`src/btpg_pkg.sv`:
```
// Shared constants and types of the block test pattern generator.
package btpg_pkg;

    // Default geometry limits (top-level parameter defaults).
    localparam int MAX_WIDTH_DEF  = 1024;
    localparam int MAX_HEIGHT_DEF = 1024;
    localparam int TILE_MAX_DEF   = 64;

    // Depth of the internal transaction queues.
    localparam int QUEUE_DEPTH = 4;

    // Configuration port.
    localparam int CFG_ADDR_W = 3;
    localparam int CFG_DATA_W = 16;

    localparam logic [CFG_ADDR_W-1:0] REG_MODE         = 3'd0;
    localparam logic [CFG_ADDR_W-1:0] REG_BLOCK_SIZE   = 3'd1;
    localparam logic [CFG_ADDR_W-1:0] REG_FRAME_WIDTH  = 3'd2;
    localparam logic [CFG_ADDR_W-1:0] REG_FRAME_HEIGHT = 3'd3;
    localparam logic [CFG_ADDR_W-1:0] REG_TILE_WIDTH   = 3'd4;
    localparam logic [CFG_ADDR_W-1:0] REG_TILE_HEIGHT  = 3'd5;
    localparam logic [CFG_ADDR_W-1:0] REG_RANDOM_SEED  = 3'd6;

    // Pattern modes.
    localparam logic [2:0] MODE_BLACK   = 3'd0;
    localparam logic [2:0] MODE_WHITE   = 3'd1;
    localparam logic [2:0] MODE_CHECKER = 3'd2;
    localparam logic [2:0] MODE_STRIPES = 3'd3;
    localparam logic [2:0] MODE_RANDOM  = 3'd4;
    localparam logic [2:0] MODE_TILED   = 3'd5;

    // Input actions.
    localparam logic ACT_PIXEL = 1'b0;
    localparam logic ACT_LOAD  = 1'b1;

    // Register reset values.
    localparam logic [2:0]  RST_MODE         = MODE_BLACK;
    localparam logic [7:0]  RST_BLOCK_SIZE   = 8'd8;
    localparam logic [10:0] RST_FRAME_WIDTH  = 11'd1024;
    localparam logic [10:0] RST_FRAME_HEIGHT = 11'd768;
    localparam logic [6:0]  RST_TILE_WIDTH   = 7'd8;
    localparam logic [6:0]  RST_TILE_HEIGHT  = 7'd8;
    localparam logic [15:0] RST_SEED         = 16'd44257;

    localparam logic [7:0] PIX_WHITE = 8'hFF;
    localparam logic [7:0] PIX_BLACK = 8'h00;

    // Per-transaction flags carried from front to back.
    typedef struct packed {
        logic is_load;   // tile store write, no pixel out
        logic tile_bit;  // bit to store on a load
        logic rand_we;   // first pixel of a block on its first row
        logic rand_bit;  // fresh LFSR bit for the line store
        logic col_par;   // block column parity
        logic row_par;   // block row parity
        logic eol;
        logic eof;
    } t_flags;

    localparam int FLAGS_W = $bits(t_flags);

    // Config side effects for the front end.
    typedef struct packed {
        logic restart;    // geometry write: raster back to first pixel
        logic seed_load;  // seed write: reload LFSR
    } t_cfg_ctl;

endpackage

```
`src/btpg_queue.sv`:
```
// Small synchronous FIFO used between the pipeline parts.
module btpg_queue #(
    parameter int WIDTH = 8,
    parameter int DEPTH = btpg_pkg::QUEUE_DEPTH
) (
    input  logic                       i_clk,
    input  logic                       i_rst_n,
    input  logic                       i_push,
    input  logic [WIDTH-1:0]           i_data,
    output logic                       o_full,
    input  logic                       i_pop,
    output logic [WIDTH-1:0]           o_data,
    output logic                       o_empty,
    output logic [$clog2(DEPTH+1)-1:0] o_count
);
    localparam int AW = (DEPTH > 1) ? $clog2(DEPTH) : 1;
    localparam int CW = $clog2(DEPTH+1);

    logic [WIDTH-1:0] r_mem [DEPTH];
    logic [AW-1:0]    r_wr_ptr, n_wr_ptr;
    logic [AW-1:0]    r_rd_ptr, n_rd_ptr;
    logic [CW-1:0]    r_count, n_count;
    logic             wr_en, rd_en;

    assign o_full  = (r_count == CW'(DEPTH));
    assign o_empty = (r_count == '0);
    assign o_count = r_count;
    assign o_data  = r_mem[r_rd_ptr];

    assign wr_en = i_push && !o_full;
    assign rd_en = i_pop && !o_empty;

    always_comb begin
        n_wr_ptr = r_wr_ptr;
        n_rd_ptr = r_rd_ptr;
        n_count  = r_count;
        if (wr_en) begin
            n_wr_ptr = (r_wr_ptr == AW'(DEPTH-1)) ? '0 : r_wr_ptr + 1'b1;
        end
        if (rd_en) begin
            n_rd_ptr = (r_rd_ptr == AW'(DEPTH-1)) ? '0 : r_rd_ptr + 1'b1;
        end
        if (wr_en && !rd_en) begin
            n_count = r_count + 1'b1;
        end else if (rd_en && !wr_en) begin
            n_count = r_count - 1'b1;
        end
    end

    always_ff @(posedge i_clk) begin
        if (!i_rst_n) begin
            r_wr_ptr <= '0;
            r_rd_ptr <= '0;
            r_count  <= '0;
        end else begin
            r_wr_ptr <= n_wr_ptr;
            r_rd_ptr <= n_rd_ptr;
            r_count  <= n_count;
        end
    end

    always_ff @(posedge i_clk) begin
        if (wr_en) begin
            r_mem[r_wr_ptr] <= i_data;
        end
    end

endmodule

```
`config.mk`:
```
export PLATFORM = sky130hd
export DESIGN_NAME = btpg_queue
export DESIGN_NICKNAME = d
export VERILOG_FILES = /design/src/btpg_pkg.sv /design/src/btpg_queue.sv
export SDC_FILE = /design/constraint.sdc
export NUM_CORES = 1
export LEC_CHECK = 0
export BUFFER_PORTS_ARGS = -buffer_cell sky130_fd_sc_hd__buf_2
export CAP_MARGIN = 20
export CORE_UTILIZATION = 60
export CTS_BUF_LIST = sky130_fd_sc_hd__clkbuf_2
export DETAILED_ROUTE_END_ITERATION = 8
export PLACE_DENSITY = 0.84
export SYNTH_ARGS = -nofsm -noshare
export SYNTH_HDL_FRONTEND = slang
export SYNTH_SLANG_ARGS = --single-unit
export TNS_END_PERCENT = 30
```
`constraint.sdc`:
```
create_clock -name i_clk -period 4.6 [get_ports i_clk]
set_clock_uncertainty 0.05 [all_clocks]
set_input_delay 0.92 -clock i_clk [delete_from_list [all_inputs] [get_ports i_clk]]
set_output_delay 0.92 -clock i_clk [all_outputs]
set_load 0.1 [all_outputs]
```
==> results.json <==
{
  "status": "complete, no violations",
  "fin_setup_tns_ps": 0,
  "dieArea_mm2": 0.00293,
  "grt_first_pass_wirelength_um": 3660,
  "synth-seq-area-share_pct": 70.0,
  "dpl.cell_count": 143,
  "clk_pin_slew_ps": 200,
  "cts_tree": "yes",
  "post_dp_cell_area_mm2": 0.00177,
  "crit_chain": "mux4_2 > buf_2",
  "rsz0062_at_grt": "no",
  "die_y_um": 54.1,
  "hold_depth": 2,
  "core-area_mm2": 0.00252,
  "critPathMaxStageDelay_ps": 690,
  "cts_setup_buffers": 0,
  "ctsResizeCount": 0,
  "htreeDepth": 2,
  "wl_met3_um": 140,
  "via_count": 839,
  "setup_viol": 0,
  "drtIter0Drc": 14,
  "antenna_found_initial": 0,
  "drt_wl_total_um": 2430,
  "wire_per_inst_um": 16.1,
  "top_layer": "met4",
  "cp.required_ps": 3630,
  "post-place-ws_ps": 1740,
  "antenna_cells": 0,
  "worst_pin_slew_ps": 617,
  "clkSinkCount": 41,
  "synth_area_mm2": 0.00163,
  "arrival_ps": 1960,
  "die-width_um": 54.1,
  "clockBufferDepth": 2,
  "reg2reg_setup_slack_ps": 2100,
  "yosysWarnings": 0,
  "drcViolationCount": 0,
  "finalCritPeriodShare_pct": 63.8,
  "rows": 18,
  "clk_latency_ps": 380,
  "ant_nets": 0,
  "final_cells": 151,
  "grt_usage_pct": 19.4,
  "routabilityCongestion": 0.717,
  "synthToLayoutAreaGrowth_pct": 11.1,
  "min_path_type": "flop to flop",
  "synth_ff_type": "edfxtp_1",
  "cts_root_buf": "clkbuf_2",
  "cp-start-kind": "flop",
  "synth_cell_type_count": 23,
  "synth_fp_nets": 112,
  "layout.nets": 139,
  "start_util_pct": 64.6,
  "synthCells": 93,
  "grt_pass1_vias": 780,
  "final_area_mm2": 0.00181,
  "synth_edf_count": 32,
  "grt.overflow.total": 0,
  "max_cap_violations": 0,
  "dr_wl_met2_um": 1160,
  "ys_async_sr_fraction_pct": 0,
  "grt_max_degree": 13,
  "r2r_cells": 7,
  "vias_per_cell": 5.56,
  "max-slew-margin-rel_pct": 58.5,
  "hold_viol_final": 0,
  "endpoint_kind": "output pin",
  "holdBufCountCts": 0,
  "final_layout_size_suffix_gt1_share_pct": 33.9,
  "synth_seq_cells": 41,
  "cts_buffers": 5,
  "firstDrtPassIters": 4,
  "maxSlewViolCount": 0,
  "slowest_stage": "dfxtp_1",
  "num_io_pins": 25,
  "critical_path_class": "flop to output pin",
  "numPortBuffers": 24,
  "wl_met1_um": 1090,
  "synth.avg_cell_area_um2": 17.5,
  "period_minus_slack_ps": 2930,
  "dpl.hpwl_um": 1700,
  "critPathMaxFanout": 8,
  "max_freq_mhz": 341,
  "layout_setup_ws_ps": 1670
}
[layout make-up]
class / count / area, um2
flip-flops and latches: 41 / 1140
fillers: 177 / 712
multi-input cells: 45 / 460
repair buffers: 24 / 120
well taps: 30 / 37.5
clock buffers: 6 / 30.0
inverters: 3 / 11.3
clock inverters: 2 / 10.0
[placed cells by master (no fill, tap or decap), drive strengths merged]
cell type and n:
o21ai 3, nand3 2, nor3 1, or3 1, nor2b 2, xor2 1
ha 6, clkbuf 6, buf 24, nand2 6, mux2i 3, clkinv 2
nor3b 1, and2 5, dfxtp 9, mux4 8, o31ai 1, fa 1
nor2 2, edfxtp 32, inv 3, a21boi 1, xnor2 1
[stage by stage]
stage               hold WS [ps]  utilization (%)
floorplan                    418                -
global placement             449             70.2
global route                 502             71.8
detailed placement           452             70.2
CTS                          472             71.8
finish                       468             71.8
[routing by layer]
| layer | vias to the layer above | global-route usage, % |
|---|---|---|
| met5 | - | 0 |
| met4 | 0 | 7.69 |
| met3 | 5 | 7.91 |
| met2 | 30 | 29.7 |
| met1 | 401 | 24.4 |
| li1 | 403 | - |
[worst max-delay path, delay by kind of cell (launching register included)]
kind                   cells  cell delay [ps]
muxes                      1              580
DFF                        1              690
buffers and inverters      1              310
[worst paths after layout]
path                                            endpoint                startpoint
worst min-delay path            r_wr_ptr[1]$_SDFFE_PN0P_  r_wr_ptr[1]$_SDFFE_PN0P_
worst min register to register  r_wr_ptr[1]$_SDFFE_PN0P_  r_wr_ptr[1]$_SDFFE_PN0P_
worst max-delay path                           o_data[5]                      flop
worst max register to register   o_count[2]$_SDFFE_PN0P_   o_count[1]$_SDFFE_PN0P_
[synth_stat cells, drive strengths merged (2+ instances only)]
| library cell | number | area share (%) |
|---|---|---|
| nand3 | 2 | 0.61 |
| nor2 | 2 | 0.46 |
| o21ai | 3 | 0.92 |
| edfxtp | 32 | 59 |
| nand2 | 6 | 1.4 |
| dfxtp | 9 | 11 |
| mux2i | 3 | 1.8 |
| ha | 6 | 4.6 |
| and2 | 5 | 1.9 |
| mux4 | 8 | 11 |
| nor2b | 2 | 0.77 |
| buf | 3 | 0.84 |
| inv | 3 | 0.69 |
[logic make-up (layout without fill, tap and decap cells)]
kind of cell / count (synthesis) / in the layout / share of synthesized area [%]
buffers and inverters: 7 / 35 / 1.76
xor gates and xnor gates: 2 / 2 / 1.07
AOI/OAI and AO/OA: 5 / 5 / 1.84
and+or+nand+nor: 20 / 20 / 6.60
adders and majority gates: 7 / 7 / 5.83
muxes: 11 / 11 / 12.9
DFF: 41 / 41 / 70.0
[state kept, by name, indices dropped and copies added (netlist names), named ones only]
name      cells
r_rd_ptr      2
o_count       3
r_mem        32
r_wr_ptr      2
Power is left out: the tool's default activity adds up to more than one toggle a clock period on the data nets, which glitch-free logic cannot reach.
