`config.mk`:
```
export PLATFORM = sky130hd
export DESIGN_NAME = btpg_front
export DESIGN_NICKNAME = d
export VERILOG_FILES = /design/src/btpg_pkg.sv /design/src/btpg_front.sv
export SDC_FILE = /design/constraint.sdc
export NUM_CORES = 1
export LEC_CHECK = 0
export BUFFER_PORTS_ARGS = -buffer_cell sky130_fd_sc_hd__buf_2
export CAP_MARGIN = 20
export CELL_PAD_IN_SITES_DETAIL_PLACEMENT = 1
export CELL_PAD_IN_SITES_GLOBAL_PLACEMENT = 1
export CORE_AREA = 2 2 116 118
export CTS_CLUSTER_SIZE = 40
export DETAILED_ROUTE_END_ITERATION = 8
export DIE_AREA = 0 0 118 120
export MAX_ROUTING_LAYER = met4
export PLACE_DENSITY = 0.86
export SYNTH_ARGS = -nofsm -noshare
export SYNTH_HDL_FRONTEND = slang
export SYNTH_SLANG_ARGS = --single-unit
```
`constraint.sdc`:
```
create_clock -name i_clk -period 5.9 [get_ports i_clk]
set_clock_uncertainty 0.2 [all_clocks]
set_input_delay 0.59 -clock i_clk [delete_from_list [all_inputs] [get_ports i_clk]]
set_output_delay 0.59 -clock i_clk [all_outputs]
set_load 0.05 [all_outputs]
```
`src/btpg_pkg.sv`:
```
// Shared constants and types of the block test pattern generator.
package btpg_pkg;

    // Default geometry limits (top-level parameter defaults).
    localparam int MAX_WIDTH_DEF  = 1024;
    localparam int MAX_HEIGHT_DEF = 1024;
    localparam int TILE_MAX_DEF   = 64;

    // Depth of the internal transaction queues.
    localparam int QUEUE_DEPTH = 4;

    // Configuration port.
    localparam int CFG_ADDR_W = 3;
    localparam int CFG_DATA_W = 16;

    localparam logic [CFG_ADDR_W-1:0] REG_MODE         = 3'd0;
    localparam logic [CFG_ADDR_W-1:0] REG_BLOCK_SIZE   = 3'd1;
    localparam logic [CFG_ADDR_W-1:0] REG_FRAME_WIDTH  = 3'd2;
    localparam logic [CFG_ADDR_W-1:0] REG_FRAME_HEIGHT = 3'd3;
    localparam logic [CFG_ADDR_W-1:0] REG_TILE_WIDTH   = 3'd4;
    localparam logic [CFG_ADDR_W-1:0] REG_TILE_HEIGHT  = 3'd5;
    localparam logic [CFG_ADDR_W-1:0] REG_RANDOM_SEED  = 3'd6;

    // Pattern modes.
    localparam logic [2:0] MODE_BLACK   = 3'd0;
    localparam logic [2:0] MODE_WHITE   = 3'd1;
    localparam logic [2:0] MODE_CHECKER = 3'd2;
    localparam logic [2:0] MODE_STRIPES = 3'd3;
    localparam logic [2:0] MODE_RANDOM  = 3'd4;
    localparam logic [2:0] MODE_TILED   = 3'd5;

    // Input actions.
    localparam logic ACT_PIXEL = 1'b0;
    localparam logic ACT_LOAD  = 1'b1;

    // Register reset values.
    localparam logic [2:0]  RST_MODE         = MODE_BLACK;
    localparam logic [7:0]  RST_BLOCK_SIZE   = 8'd8;
    localparam logic [10:0] RST_FRAME_WIDTH  = 11'd1024;
    localparam logic [10:0] RST_FRAME_HEIGHT = 11'd768;
    localparam logic [6:0]  RST_TILE_WIDTH   = 7'd8;
    localparam logic [6:0]  RST_TILE_HEIGHT  = 7'd8;
    localparam logic [15:0] RST_SEED         = 16'd44257;

    localparam logic [7:0] PIX_WHITE = 8'hFF;
    localparam logic [7:0] PIX_BLACK = 8'h00;

    // Per-transaction flags carried from front to back.
    typedef struct packed {
        logic is_load;   // tile store write, no pixel out
        logic tile_bit;  // bit to store on a load
        logic rand_we;   // first pixel of a block on its first row
        logic rand_bit;  // fresh LFSR bit for the line store
        logic col_par;   // block column parity
        logic row_par;   // block row parity
        logic eol;
        logic eof;
    } t_flags;

    localparam int FLAGS_W = $bits(t_flags);

    // Config side effects for the front end.
    typedef struct packed {
        logic restart;    // geometry write: raster back to first pixel
        logic seed_load;  // seed write: reload LFSR
    } t_cfg_ctl;

endpackage

```
`src/btpg_front.sv`:
```
// Front end: raster counters, LFSR and classification of incoming transactions.
module btpg_front #(
    parameter int MAX_WIDTH  = btpg_pkg::MAX_WIDTH_DEF,
    parameter int MAX_HEIGHT = btpg_pkg::MAX_HEIGHT_DEF,
    parameter int TILE_MAX   = btpg_pkg::TILE_MAX_DEF
) (
    input  logic                            i_clk,
    input  logic                            i_rst_n,
    input  btpg_pkg::t_cfg_ctl              i_ctl,
    input  logic [15:0]                     i_seed,
    input  logic [7:0]                      i_block_size,
    input  logic [10:0]                     i_frame_width,
    input  logic [10:0]                     i_frame_height,
    input  logic [6:0]                      i_tile_width,
    input  logic [6:0]                      i_tile_height,
    input  logic                            i_accept,
    input  logic                            i_action,
    input  logic [5:0]                      i_tile_col,
    input  logic [5:0]                      i_tile_row,
    input  logic                            i_tile_bit,
    output logic                            o_push,
    output btpg_pkg::t_flags                o_flags,
    output logic [$clog2(MAX_WIDTH)-1:0]    o_block_col,
    output logic [2*$clog2(TILE_MAX)-1:0]   o_tile_addr
);
    localparam int XW  = $clog2(MAX_WIDTH);
    localparam int YW  = $clog2(MAX_HEIGHT);
    localparam int TW  = $clog2(TILE_MAX);
    localparam int FWW = (XW + 1 > 11) ? XW + 1 : 11;
    localparam int FHW = (YW + 1 > 11) ? YW + 1 : 11;
    localparam int TCW = (TW + 1 > 7) ? TW + 1 : 7;
    localparam int LW  = ((TW > 6) ? TW : 6) + 1;

    logic [XW-1:0] r_pixel_col, n_pixel_col;
    logic [YW-1:0] r_pixel_row, n_pixel_row;
    logic [7:0]    r_in_block_col, n_in_block_col;
    logic [7:0]    r_in_block_row, n_in_block_row;
    logic [XW-1:0] r_block_col, n_block_col;
    logic [YW-1:0] r_block_row, n_block_row;
    logic [TW-1:0] r_tile_col_cnt, n_tile_col_cnt;
    logic [TW-1:0] r_tile_row_cnt, n_tile_row_cnt;
    logic [15:0]   r_lfsr, n_lfsr;

    logic [7:0]     bs;
    logic [FWW-1:0] fw, fw_ext;
    logic [FHW-1:0] fh, fh_ext;
    logic [TCW-1:0] tw, th, tw_ext, th_ext;
    logic [LW-1:0]  ld_col, ld_row;
    logic           tick, load_ok, eol, eof, blk_col_end, blk_row_end;
    logic           tile_col_end, tile_row_end, lfsr_step, lfsr_bit;

    // Clamp sizes: zero acts as one, oversize acts as the limit.
    always_comb begin
        fw_ext = FWW'(i_frame_width);
        fh_ext = FHW'(i_frame_height);
        tw_ext = TCW'(i_tile_width);
        th_ext = TCW'(i_tile_height);
        bs = (i_block_size == 8'd0) ? 8'd1 : i_block_size;
        fw = (fw_ext == '0) ? FWW'(1) :
             (fw_ext > FWW'(MAX_WIDTH)) ? FWW'(MAX_WIDTH) : fw_ext;
        fh = (fh_ext == '0) ? FHW'(1) :
             (fh_ext > FHW'(MAX_HEIGHT)) ? FHW'(MAX_HEIGHT) : fh_ext;
        tw = (tw_ext == '0) ? TCW'(1) :
             (tw_ext > TCW'(TILE_MAX)) ? TCW'(TILE_MAX) : tw_ext;
        th = (th_ext == '0) ? TCW'(1) :
             (th_ext > TCW'(TILE_MAX)) ? TCW'(TILE_MAX) : th_ext;
    end

    assign tick   = i_accept && (i_action == btpg_pkg::ACT_PIXEL);
    assign ld_col = LW'(i_tile_col);
    assign ld_row = LW'(i_tile_row);
    assign load_ok = (ld_col < LW'(TILE_MAX)) && (ld_row < LW'(TILE_MAX));

    assign eol = ((FWW'(r_pixel_col) + FWW'(1)) >= fw);
    assign eof = eol && ((FHW'(r_pixel_row) + FHW'(1)) >= fh);
    assign blk_col_end  = (({1'b0, r_in_block_col} + 9'd1) >= {1'b0, bs});
    assign blk_row_end  = (({1'b0, r_in_block_row} + 9'd1) >= {1'b0, bs});
    assign tile_col_end = ((TCW'(r_tile_col_cnt) + TCW'(1)) >= tw);
    assign tile_row_end = ((TCW'(r_tile_row_cnt) + TCW'(1)) >= th);

    // Fibonacci LFSR, taps 16,14,13,11, shifting right.
    assign lfsr_step = tick && (r_in_block_row == 8'd0) && (r_in_block_col == 8'd0);
    assign lfsr_bit  = r_lfsr[0] ^ r_lfsr[2] ^ r_lfsr[3] ^ r_lfsr[5];

    always_comb begin
        n_pixel_col    = r_pixel_col;
        n_pixel_row    = r_pixel_row;
        n_in_block_col = r_in_block_col;
        n_in_block_row = r_in_block_row;
        n_block_col    = r_block_col;
        n_block_row    = r_block_row;
        n_tile_col_cnt = r_tile_col_cnt;
        n_tile_row_cnt = r_tile_row_cnt;
        n_lfsr         = r_lfsr;

        if (lfsr_step) begin
            n_lfsr = {lfsr_bit, r_lfsr[15:1]};
        end
        if (i_ctl.seed_load) begin
            n_lfsr = (i_seed == 16'd0) ? 16'd1 : i_seed;
        end

        if (tick) begin
            if (!eol) begin
                n_pixel_col = r_pixel_col + 1'b1;
                if (blk_col_end) begin
                    n_in_block_col = 8'd0;
                    n_block_col    = r_block_col + 1'b1;
                    n_tile_col_cnt = tile_col_end ? '0 : r_tile_col_cnt + 1'b1;
                end else begin
                    n_in_block_col = r_in_block_col + 8'd1;
                end
            end else begin
                n_pixel_col    = '0;
                n_in_block_col = 8'd0;
                n_block_col    = '0;
                n_tile_col_cnt = '0;
                if (eof) begin
                    n_pixel_row    = '0;
                    n_in_block_row = 8'd0;
                    n_block_row    = '0;
                    n_tile_row_cnt = '0;
                end else begin
                    n_pixel_row = r_pixel_row + 1'b1;
                    if (blk_row_end) begin
                        n_in_block_row = 8'd0;
                        n_block_row    = r_block_row + 1'b1;
                        n_tile_row_cnt = tile_row_end ? '0 : r_tile_row_cnt + 1'b1;
                    end else begin
                        n_in_block_row = r_in_block_row + 8'd1;
                    end
                end
            end
        end

        if (i_ctl.restart) begin
            n_pixel_col    = '0;
            n_pixel_row    = '0;
            n_in_block_col = 8'd0;
            n_in_block_row = 8'd0;
            n_block_col    = '0;
            n_block_row    = '0;
            n_tile_col_cnt = '0;
            n_tile_row_cnt = '0;
        end
    end

    always_ff @(posedge i_clk) begin
        if (!i_rst_n) begin
            r_pixel_col    <= '0;
            r_pixel_row    <= '0;
            r_in_block_col <= 8'd0;
            r_in_block_row <= 8'd0;
            r_block_col    <= '0;
            r_block_row    <= '0;
            r_tile_col_cnt <= '0;
            r_tile_row_cnt <= '0;
            r_lfsr         <= btpg_pkg::RST_SEED;
        end else begin
            r_pixel_col    <= n_pixel_col;
            r_pixel_row    <= n_pixel_row;
            r_in_block_col <= n_in_block_col;
            r_in_block_row <= n_in_block_row;
            r_block_col    <= n_block_col;
            r_block_row    <= n_block_row;
            r_tile_col_cnt <= n_tile_col_cnt;
            r_tile_row_cnt <= n_tile_row_cnt;
            r_lfsr         <= n_lfsr;
        end
    end

    // Out-of-range loads are accepted and dropped here.
    assign o_push = tick || (i_accept && (i_action == btpg_pkg::ACT_LOAD) && load_ok);

    always_comb begin
        o_flags.is_load  = (i_action == btpg_pkg::ACT_LOAD);
        o_flags.tile_bit = i_tile_bit;
        o_flags.rand_we  = lfsr_step;
        o_flags.rand_bit = lfsr_bit;
        o_flags.col_par  = r_block_col[0];
        o_flags.row_par  = r_block_row[0];
        o_flags.eol      = eol;
        o_flags.eof      = eof;
    end

    assign o_block_col = r_block_col;
    assign o_tile_addr = (i_action == btpg_pkg::ACT_LOAD) ?
                         {ld_row[TW-1:0], ld_col[TW-1:0]} :
                         {r_tile_row_cnt, r_tile_col_cnt};

endmodule

```
==> metrics.md <==
| Metric | Value |
|---|---|
| Run status | `finished clean` |
| Leakage | `2.952 nW` |
| Number of library cell types mapped by synthesis | `61` |
| Critical path's largest stage delay | `360 ps` |
| Global-route wire length before repair | `28010 um` |
| Clock power frac | `42.9%` |
| Post-Place Setup Slack | `1892 ps` |
| Die Span Y | `120 um` |
| Latest clock arrival within the worst-skew pair | `340 ps` |
| Via/cell ratio | `5.736` |
| Hold Path Depth | `2` |
| Leading cell types in the layout, fill and taps excluded | `107 x sky130_fd_sc_hd__nand2_1, 107 x sky130_fd_sc_hd__buf_2, 75 x sky130_fd_sc_hd__dfxtp_1` |
| Clock period minus final worst setup slack | `4243 ps` |
| Total power | `1.228 mW` |
| CTS tree | `done` |
| Total wire length after detailed routing | `16340 um` |
| Gr ovfl total | `0` |
| Count of synthesis-stage warnings from yosys | `0` |
| Number of top-level pins | `110` |
| Placeable core area | `12980 um2` |
| Routed length per placed instance | `16.57 um` |
| XOR/XNOR share of the synthesized area | `6.096%` |
| Net count, final | `945` |
| Syn_nets | `859` |
| Total number of vias | `5656` |
| Total area of multi-input combinational cells | `3840 um2` |
| Number of max-slew violations in the final report | `0` |
| # fillers | `1641` |
| Worst hold path type | `reg2reg` |
| Net load switching power | `342.4 uW` |
| Number of buffers created by CTS | `9` |
| Power per unit of standard cell area | `188.9 nW/um2` |
| Main flop type after synthesis | `sky130_fd_sc_hd__dfxtp_1` |
| Setup slack on the worst flop-to-flop path | `1890 ps` |
| Data arrival time of the worst path | `3450 ps` |
| Total Die Area | `14160 um2` |
| Utilization of the core after routing | `50.09%` |
| Post-synth EDFFs | `0` |
| Initial antenna violation count | `0` |
| Start of the worst register-to-register path | `r_pixel_col[0]` |
| Width of the chip | `118 um` |
| Cell internal pwr | `885.6 uW` |
| Slew at the pin with the worst max-slew slack | `1026 ps` |
| Top cell by count, worst path | `sky130_fd_sc_hd__and3_1` |
| Hold Buf Count CTS | `0` |
| Setup total negative slack | `0 ps` |
| Layout Area Growth over Synthesis | `16.03%` |
| Startpoint of the most critical hold path | `r_pixel_row[9]` |
| All-layer global routing usage | `24.41%` |
| ANT nets after route | `0` |
| Largest family of logic cells by synthesized area | `simple AND/OR/NAND/NOR gates` |
| Hold Path Sink | `r_pixel_row[9]` |
| Post-CTS setup repair buffer count | `0` |
| Crit path kind | `reg2out` |
| Final hold violations | `0` |
| IR drop worst, VDD | `0.1253 mV` |
| Final non-filler cell area | `6501 um2` |
| Reg power frac | `42.4%` |
| Worst slew margin | `31.46%` |
| Share of synthesized flip-flops with an asynchronous set or reset | `0%` |
| GP Congestion | `0.8691` |
| Multiplexer area fraction after synthesis | `2.724%` |
| R2R Path End | `r_block_row[0]` |
| Total standard cell area after synthesis | `5603 um2` |
| DR DRC count | `0` |
| Combinational power share | `14.7%` |
| Via count of the first global-routing pass | `5990` |
| Clock edge transition at the registers on the reported setup and hold paths | `60 ps` |
| Fraction of layout instances using a drive strength above 1 | `18.40%` |
| Least setup slack across all paths after layout | `1657 ps` |
| Number of setup violations in the final report | `0` |
| Max-cap violations | `0` |
| Type of destination of the critical path | `output port` |
| CTS sink cnt | `75` |
| 1st-pass router iterations | `5` |
| Gate Count Post-Synth | `719` |
| Critical path launch point type | `register` |
| Effective utilization at floorplan | `43.17%` |
| Peak Freq | `0.2357 GHz` |
| Number of placement rows | `42` |
| Post-synthesis adder-cell area fraction | `13.62%` |
| Seq. cell area | `1501 um2` |
| Critical path, cell by cell | `ha_1 -> and3_1 -> and3_1 -> and3_1 -> and3_1 -> ha_1 -> or3_1 -> a221oi_2 -> o221ai_2 -> nand2b_4 -> inv_4 -> and2_1 -> buf_2` |
| Count of state elements after synthesis | `75` |
| Placement-stage cell area | `6205 um2` |
| Required time at the endpoint of the critical path | `5110 ps` |
| Maximum number of pins on one net before global-route repair | `62` |
| Crit path max-delay cell type | `sky130_fd_sc_hd__or3_1` |
| Period Utilization, post-route | `71.92%` |
| Setup repair after global routing missed its margin | `false` |
| Peak fanout along the critical path | `25` |
| First DRT Iteration DRCs | `302` |
| Max Buffers Root-to-Sink | `2` |
| HPWL after detailed placement | `12440 um` |
| Mean Syn Cell Area | `7.793 um2` |
| Clock root cell | `sky130_fd_sc_hd__clkbuf_16` |
| Ant diodes | `0` |
| Reg2Reg Depth | `13` |
| Compound-Gate Fraction of Synth Area | `20.39%` |
| Sequential share of the synthesized area | `26.80%` |
| Quantity of I/O buffers inserted on ports | `107` |
| Switching share of power | `27.88%` |
| Simple logic cell fraction of the synthesized area | `25.66%` |
| Number of instances resized during post-cts repair | `0` |
| CTS H-tree depth | `3` |
[power groups by stage]
stage / registers [mW] / clock network [mW] / logic, mW
global placement: 0.531 / 0 / 0.173
global route: 0.522 / 0.557 / 0.202
CTS: 0.521 / 0.533 / 0.182
finish: 0.521 / 0.526 / 0.181
floorplan: 0.530 / 0 / 0.123
detailed placement: 0.532 / 0 / 0.180
[cells in the mapped netlist (all sizes together), types with 2 or more instances]
library cell  instances  area share, %
nand2               107            7.2
dfxtp                75             27
a21oi                67            6.2
ha                   61             14
o21ai                53            4.9
nor2                 39            2.6
nand3                38            3.4
xor2                 22            3.4
and3                 21            2.3
clkbuf               20            1.3
inv                  20            1.4
nand3b               19            2.5
xnor2                17            2.7
buf                  16            1.9
nor3                 14            1.5
nor4                 11            1.2
or3                  11            1.2
mux2                 10            2.0
a21o                  8            1.1
nand4                 8           0.89
a31oi                 7           0.78
nand2b                7           0.92
a211oi                5           0.67
o211ai                5           0.67
a41oi                 4           0.63
and2                  4           0.45
mux2i                 4           0.71
nor2b                 4           0.45
o211a                 4           0.71
a22oi                 3           0.40
o22ai                 3           0.34
o31ai                 3           0.40
a32o                  2           0.36
a32oi                 2           0.31
a41o                  2           0.36
clkinv                2           0.13
nand4b                2           0.31
nor3b                 2           0.27
o21a                  2           0.27
o32ai                 2           0.31
o41ai                 2           0.31
[per-stage QoR]
| step | hold WS, ps | instances |
|---|---|---|
| final | 287.0 | 986 |
| after global routing | 311.4 | 986 |
| after CTS | 287.4 | 985 |
| after detailed placement | 279.5 | 969 |
| after global placement | 267.2 | 969 |
| after floorplan | 252.9 | 719 |
[worst max path at each step]
| stage | from | to | cells past startpoint |
|---|---|---|---|
| global placement | r_pixel_col[0] | r_block_row[0] | 13 |
| CTS | r_pixel_col[0] | o_flags[0] | 13 |
| detailed placement | r_pixel_col[0] | r_block_row[0] | 13 |
| finish | r_pixel_col[0] | o_flags[0] | 13 |
| floorplan | r_pixel_col[0] | o_flags[0] | 14 |
| global route | r_pixel_col[0] | o_flags[0] | 13 |
[final cells by class]
cell class,count,area share (%)
timing repair buffer,111,8.814
clock buffer,12,3.945
inverter,22,1.309
multi-input combinational,586,59.06
tap,176,3.387
clock inverter,4,0.3849
sequential,75,23.09
[per-layer routing]
metal / vias to the layer above / track usage, % / routed length, um
met5: - / - / 0
met4: 0 / 6.099 / 242
met3: 25 / 3.992 / 579
met2: 122 / 44.30 / 8361
met1: 2731 / 28.08 / 7155
li1: 2778 / - / -
[worst max-delay path, delay by kind of cell, from the launching register on]
family                     cells  cell delay [ps]
and+or+nand+nor                7             1570
AOI/OAI and AO/OA              2              360
buffers and inverters          2              340
DFF                            1              350
adders and majority gates      2              470
[cell families (layout without fill, tap and decap cells)]
family          count (synthesis)  count (layout)
buf+inv                        58             149
simple gates                  289             289
compound gates                183             183
fa+ha+maj                      61              61
mux                            14              14
flops                          75              75
xor+xnor                       39              39
[sequential cells by signal, summed over array words and instances, names as in the netlist]
signal / cells
r_in_block_row: 8
r_pixel_col: 10
r_tile_col_cnt: 6
r_in_block_col: 8
r_pixel_row: 10
o_block_col: 10
r_block_row: 1
r_lfsr: 16
r_tile_row_cnt: 6
No activity file was read; power rests on OpenSTA's default activity.
